### config.mk
export PLATFORM = sky130hd
export DESIGN_NAME = firs_mac
export DESIGN_NICKNAME = d
export VERILOG_FILES = /design/src/rtl/firs_pkg.sv /design/src/rtl/firs_mac.sv
export SDC_FILE = /design/constraint.sdc
export NUM_CORES = 1
export LEC_CHECK = 0
export BUFFER_PORTS_ARGS = -buffer_cell sky130_fd_sc_hd__buf_2
export CAP_MARGIN = 20
export CORE_UTILIZATION = 43
export DETAILED_ROUTE_END_ITERATION = 10
export PLACE_DENSITY = 0.68
export REMOVE_ABC_BUFFERS = 1
export SETUP_SLACK_MARGIN = 0.5
export SYNTH_ARGS = -nofsm -noshare
export SYNTH_HDL_FRONTEND = slang
export SYNTH_SLANG_ARGS = --single-unit
### constraint.sdc
create_clock -name clk -period 3.25 [get_ports clk]
set_clock_uncertainty 0.15 [all_clocks]
set_input_delay 0.325 -clock clk [delete_from_list [all_inputs] [get_ports clk]]
set_output_delay 0.325 -clock clk [all_outputs]
set_load 0.005 [all_outputs]
### src/rtl/firs_pkg.sv
// Shared constants and types for the streaming FIR filter.
`timescale 1ns / 1ps
`default_nettype none

package firs_pkg;

    localparam int TAPS_DEF        = 401;
    localparam int SAMPLE_BITS_DEF = 16;
    localparam int COEF_BITS_DEF   = 18;

    localparam int          SHIFT_W     = 5;
    localparam logic [4:0]  SHIFT_RESET = 5'd16;

    localparam logic OP_WRITE_TAP = 1'b0;
    localparam logic OP_SAMPLE    = 1'b1;

    typedef struct packed {
        logic start;
        logic rd_vld;
        logic zero;
        logic last;
    } mac_ctl_t;

endpackage

`default_nettype wire

### src/rtl/firs_mac.sv
// Multiply-accumulate datapath with rounding, shift and saturation.
`timescale 1ns / 1ps
`default_nettype none

module firs_mac #(
    parameter int TAPS        = firs_pkg::TAPS_DEF,
    parameter int SAMPLE_BITS = firs_pkg::SAMPLE_BITS_DEF,
    parameter int COEF_BITS   = firs_pkg::COEF_BITS_DEF
) (
    input  logic                          clk,
    input  logic                          rst_n,
    input  firs_pkg::mac_ctl_t            ctl,
    input  logic signed [COEF_BITS-1:0]   coef,
    input  logic signed [SAMPLE_BITS-1:0] smp,
    input  logic [firs_pkg::SHIFT_W-1:0]  shift,
    input  logic                          res_take,
    output logic                          res_valid,
    output logic [SAMPLE_BITS-1:0]        res_filtered,
    output logic                          res_saturated
);

    localparam int PW     = SAMPLE_BITS + COEF_BITS;
    localparam int ACC_W  = PW + $clog2(TAPS) + 1;
    localparam int RW     = ((ACC_W > 32) ? ACC_W : 32) + 1;
    localparam logic signed [RW-1:0] MAXV = RW'((2 ** (SAMPLE_BITS - 1)) - 1);
    localparam logic signed [RW-1:0] MINV = -MAXV - RW'(1);

    firs_pkg::mac_ctl_t        ctl_d_reg;
    logic signed [PW-1:0]      prod_reg;
    logic signed [PW-1:0]      prod_next;
    logic                      prod_vld_reg;
    logic                      prod_last_reg;
    logic signed [ACC_W-1:0]   acc_reg;
    logic                      sum_done_reg;
    logic signed [RW-1:0]      rnd_reg;
    logic [RW-1:0]             rnd_const;
    logic                      rnd_vld_reg;
    logic signed [RW-1:0]      shifted;
    logic                      res_vld_reg;
    logic [SAMPLE_BITS-1:0]    res_filt_reg;
    logic [SAMPLE_BITS-1:0]    res_filt_next;
    logic                      res_sat_reg;
    logic                      res_sat_next;

    assign prod_next = ctl_d_reg.zero ? '0 : PW'(coef * smp);
    assign rnd_const = ({{(RW-1){1'b0}}, 1'b1} << shift) >> 1;
    assign shifted   = rnd_reg >>> shift;

    always_comb
    begin
        res_sat_next  = 1'b0;
        res_filt_next = shifted[SAMPLE_BITS-1:0];
        if (shifted > MAXV)
        begin
            res_sat_next  = 1'b1;
            res_filt_next = MAXV[SAMPLE_BITS-1:0];
        end
        else if (shifted < MINV)
        begin
            res_sat_next  = 1'b1;
            res_filt_next = MINV[SAMPLE_BITS-1:0];
        end
    end

    always_ff @(posedge clk or negedge rst_n)
    begin
        if (!rst_n)
        begin
            ctl_d_reg     <= '0;
            prod_vld_reg  <= 1'b0;
            prod_last_reg <= 1'b0;
            sum_done_reg  <= 1'b0;
            rnd_vld_reg   <= 1'b0;
            res_vld_reg   <= 1'b0;
        end
        else
        begin
            ctl_d_reg     <= ctl;
            prod_vld_reg  <= ctl_d_reg.rd_vld;
            prod_last_reg <= ctl_d_reg.rd_vld && ctl_d_reg.last;
            sum_done_reg  <= prod_vld_reg && prod_last_reg;
            rnd_vld_reg   <= sum_done_reg;
            if (rnd_vld_reg)
            begin
                res_vld_reg <= 1'b1;
            end
            else if (res_take)
            begin
                res_vld_reg <= 1'b0;
            end
        end
    end

    always_ff @(posedge clk)
    begin
        prod_reg <= prod_next;
        if (ctl.start)
        begin
            acc_reg <= '0;
        end
        else if (prod_vld_reg)
        begin
            acc_reg <= acc_reg + ACC_W'(prod_reg);
        end
        if (sum_done_reg)
        begin
            rnd_reg <= RW'(acc_reg) + $signed(rnd_const);
        end
        if (rnd_vld_reg)
        begin
            res_filt_reg <= res_filt_next;
            res_sat_reg  <= res_sat_next;
        end
    end

    assign res_valid     = res_vld_reg;
    assign res_filtered  = res_filt_reg;
    assign res_saturated = res_sat_reg;

endmodule

`default_nettype wire

# --- Yosys cells after proc, flatten, opt, wreduce, memory -nomap -nowiden ---
# Cells that the tools add are included.
op_classes:
  n_addsub: 2
  n_mul: 1
  magnitude_cmp: 2
  shift: 2
  mux: 4
  reduce_logical: 3
op_table:
  columns: ["cell", "count"]
  rows:
  - ["44-bit by 45-bit adder with 45-bit output", 1]
  - ["45-bit by 16-bit greater-than comparator with 1-bit output (second input constant)", 1]
  - ["45-bit by 16-bit less-than comparator with 1-bit output (second input constant)", 1]
  - ["1-bit by 5-bit << shifter with 45-bit output (first input constant)", 1]
  - ["45-bit by 5-bit >>> shifter with 45-bit output", 1]
  - ["44-bit by 34-bit adder with 44-bit output", 1]
  - ["18-bit by 16-bit multiplier with 34-bit output", 1]
  - ["16-bit two-way mux", 1]
  - ["1-bit two-way mux", 3]
  - ["1-bit logical AND", 2]
  - ["2-bit nonzero test", 1]
totals:
  reg_bits: 148
  input_bits: 46
  output_inout_bits: 18

# --- Depth between registers and ports, before layout ---
logic_depth:
  depth_word: 3
  ltp_mapped: 25

# --- Worst setup path after synthesis ---
# Ideal clock, no wire load.
synth_path:
  kind: "input to register"
  startpoint: "input smp[8]"
  endpoint: "register prod_reg[25]"
  t_arrival_ns: 6.175
  t_required_ns: 2.979
  slack_ns: -3.196
  path_stages: 24
  n_path_buf: 2
  cell_sequence: "clkbuf_1 -> clkbuf_1 -> nand2_1 -> fa_1 -> inv_1 -> fa_1 -> inv_1 -> fa_1 -> inv_1 -> fa_1 -> fa_1 -> inv_1 -> fa_1 -> inv_1 -> ha_1 -> and3_1 -> nand2_1 -> nand2_1 -> nor3_1 -> a211oi_1 -> o41ai_1 -> a211oi_1 -> nor2b_1 -> mux2_2"
synth_via:
  elab_chain_len: 1
synth_rtl:
  columns: ["element", "line", "text"]
  rows:
  - ["from (decl)", "firs_mac.sv:14", "input logic signed [SAMPLE_BITS-1:0] smp,"]
  - ["18-bit by 16-bit multiplier with 34-bit output", "firs_mac.sv:45", "assign prod_next = ctl_d_reg.zero ? '0 : PW'(coef * smp);"]
  - ["to (signal assigned)", "firs_mac.sv:96", "prod_reg <= prod_next;"]
  - ["to (decl)", "firs_mac.sv:29", "logic signed [PW-1:0] prod_reg;"]
# No other way between the ends.
# A chain may end at the register's enable or synchronous reset.

# --- Worst setup path after layout ---
layout_path:
  startpoint: "input smp[3]"
  endpoint: "register prod_reg[33]"
# Same word-level chain as after synthesis.

==> impl_metrics.py <==
metrics = {
    "outcome": {
        "outcome": "finished with violations",
        "violations": "setup timing",
    },
    "timing": {
        "setup_tns_ns": -51.45,
        "max_freq_mhz": 177,
        "setup_viol": 28,
        "post-route-min-period_ns": 5.65,
        "drv_slew": 0,
        "setup_slack_ns": -2.40,
        "fin_crit_sh_pct": 174,
        "relSlewSlack_pct": 36.2,
        "worstMarginPinSlew_ns": 0.957,
        "rsz0062_at_grt": "yes",
        "hold_viol": 0,
    },
    "finish": {
        "drive_above_1_share_pct": 36.6,
        "areaGrowthSynthToFinish_pct": 37.3,
        "diodes": 0,
        "regArea_mm2": 0.00365,
        "multiInputGateArea_mm2": 0.0194,
        "fill_cells": 4040,
        "largest_reg_flops": 45,
        "nNetsFinal": 3488,
    },
    "place": {
        "io_buffer_count": 63,
        "place.detailed.hpwl_um": 46300,
        "gp_congestion": 0.924,
    },
    "synthesis": {
        "ys_ff_latch": 148,
        "synth_top_flop_cell": "dfxtp_1",
        "yosys-top-cells-area": "fa_1, ha_1, edfxtp_1, dfxtp_1, inv_1",
        "synth_edf_count": 62,
        "synthTopCellsByCount": "inv_1, fa_1, nand2_1",
        "yosysMostFrequentCell": "inv_1",
        "async_flop_share_pct": 5.41,
        "ys_seq_area_share_pct": 16.1,
        "synth_warnings": 0,
        "ys_types": 80,
        "syn_avg_cell_area_um2": 9.06,
        "synth_top_area_share_pct": 25.9,
        "synth_area_leader_cell": "fa_1",
        "synth_cells": 2490,
        "synth_area_mm2": 0.0226,
    },
    "floorplanning": {
        "start_util_pct": 43.7,
        "die_w_um": 231,
        "boundaryPins": 64,
        "die_h_um": 231,
        "coreArea_mm2": 0.0516,
        "rows": 83,
        "die_area_mm2": 0.0534,
    },
    "worst_setup_path": {
        "critPathKind": "input pin to flop",
        "critPathArrivalTime_ns": 5.83,
        "r2r.worst_path.cells": 16,
        "cp.required_ns": 3.43,
        "path_max_fanout": 9,
        "timing.rr.start": "acc_reg[0]",
        "critPathLaunchType": "input pin",
        "r2r-end": "rnd_reg[36]",
        "ff2ff_setup_slack_ns": 0.07,
        "cp-end-kind": "flop",
    },
    "drt": {
        "drt_iter0_markers": 1096,
        "routed_via_density": 5.30,
        "wire_per_inst_um": 16.9,
        "drc": 0,
        "ant_nets": 0,
        "wirelength_um": 62100,
        "first_pass_iters": 5,
        "num_vias": 19530,
    },
    "global_routing": {
        "grt_antenna_before_repair": 0,
        "grt_usage_pct": 23.3,
        "grt_pass1_vias": 21084,
        "grt_start_max_net_pins": 51,
        "grt_pass1_wl_um": 102000,
        "overflow": 0,
    },
    "clock_network": {
        "cts_sinks": 148,
        "cts-buffers-inserted": 17,
        "cts-root-buf": "clkbuf_16",
        "insertion_delay_ns": 0.44,
        "clockBufferDepth": 2,
        "cts.clk_slew.worst_paths_ns": 0.06,
        "cts_tree": "yes",
        "htree_levels": 4,
    },
    "run": {
        "cap_violations": 0,
    },
    "worst_hold_path": {
        "min_path_type": "input pin to async pin",
    },
}
## metrics by stage
| step | util [%] | setup slack, ns | std cells | hold slack, ns | area, µm² |
|---|---|---|---|---|---|
| after floorplan | - | -2.89 | 2390 | -0.121 | 22000 |
| after global placement | 50.6 | -3.25 | 3520 | 0.0197 | 26100 |
| after detailed placement | 50.6 | -3.32 | 3520 | 0.0276 | 26100 |
| after CTS | 58.0 | -2.28 | 3644 | 0.0900 | 30000 |
| after global routing | 60.0 | -2.59 | 3683 | 0.118 | 31000 |
| final | 60.0 | -2.40 | 3683 | 0.110 | 31000 |
## placed cells by master (no fill, tap or decap), drive strengths merged, types with 36 or more instances in the layout
cell	instances
edfxtp	62
inv	382
buf	573
xor2	40
o21ai	83
a21oi	127
a21o	48
nand3	36
dfxtp	78
and2	140
ha	160
xnor2	58
mux2i	57
nor2	176
mux4	43
nand2	260
fa	292
## metal layers
| layer | vias to the layer above | wire length [µm] | part of all wire (%) | global-route usage [%] |
|---|---|---|---|---|
| li1 | 9278 | - | - | - |
| met1 | 9640 | 25500 | 41 | 27.8 |
| met2 | 474 | 32500 | 52 | 43.2 |
| met3 | 138 | 2010 | 3.2 | 2.01 |
| met4 | 0 | 2110 | 3.4 | 8.32 |
| met5 | - | 0 | 0 | 0 |
## worst max-delay path, cell delays in order
cell and delay, ns:
buf_12 0.11, buf_6 0.10, nand2_2 0.06, fa_1 0.52, fa_2 0.59, inv_2 0.04, fa_1 0.48, inv_2 0.04
fa_1 0.52, inv_2 0.05, fa_2 0.53, inv_2 0.04, fa_2 0.53, inv_2 0.05, ha_4 0.29, nand4_1 0.25
a211oi_4 0.49, o21bai_4 0.13, a31oi_4 0.22, a311oi_2 0.14, mux2_4 0.31
## worst max-delay path by stage
stage / start / to / slack [ns] / cells past startpoint
after CTS: coef[5] / prod_reg[25] / -2.28 / 22
after global placement: smp[8] / prod_reg[33] / -3.25 / 23
after global routing: coef[6] / prod_reg[33] / -2.59 / 22
after floorplan: coef[17] / prod_reg[33] / -2.89 / 19
after detailed placement: smp[8] / prod_reg[25] / -3.32 / 22
final: smp[3] / prod_reg[33] / -2.40 / 21
## final cells by class
cell class | count | share of cell area (%)
clock buffer | 23 | 1.68
clock inverter | 9 | 0.287
inverter | 383 | 4.67
multi-input combinational | 1860 | 62.5
sequential | 148 | 11.8
tap | 680 | 2.75
timing repair buffer | 580 | 16.3
## cell families (layout without fill, tap and decap cells)
logic type | Yosys count | after routing | share of synthesized area, %
muxes | 121 | 121 | 8.11
adders and majority gates | 452 | 452 | 34.8
and+or+nand+nor | 776 | 776 | 16.6
AOI/OAI and AO/OA | 412 | 413 | 11.8
DFF | 148 | 148 | 16.1
xor gates and xnor gates | 98 | 98 | 3.80
buffers and inverters | 483 | 995 | 8.78
## what timing repair did
item                                   CTS  global route
pin swaps                              283           147
resized for setup                      605           163
endpoints found under the hold margin   12             0
hold buffers                             5             0
buffers inserted                        84            38
setup endpoints to repair              102           103
gates cloned                             3             1
Power is left out: the tool's default activity adds up to more than one toggle a clock period on the data nets, which glitch-free logic cannot reach.
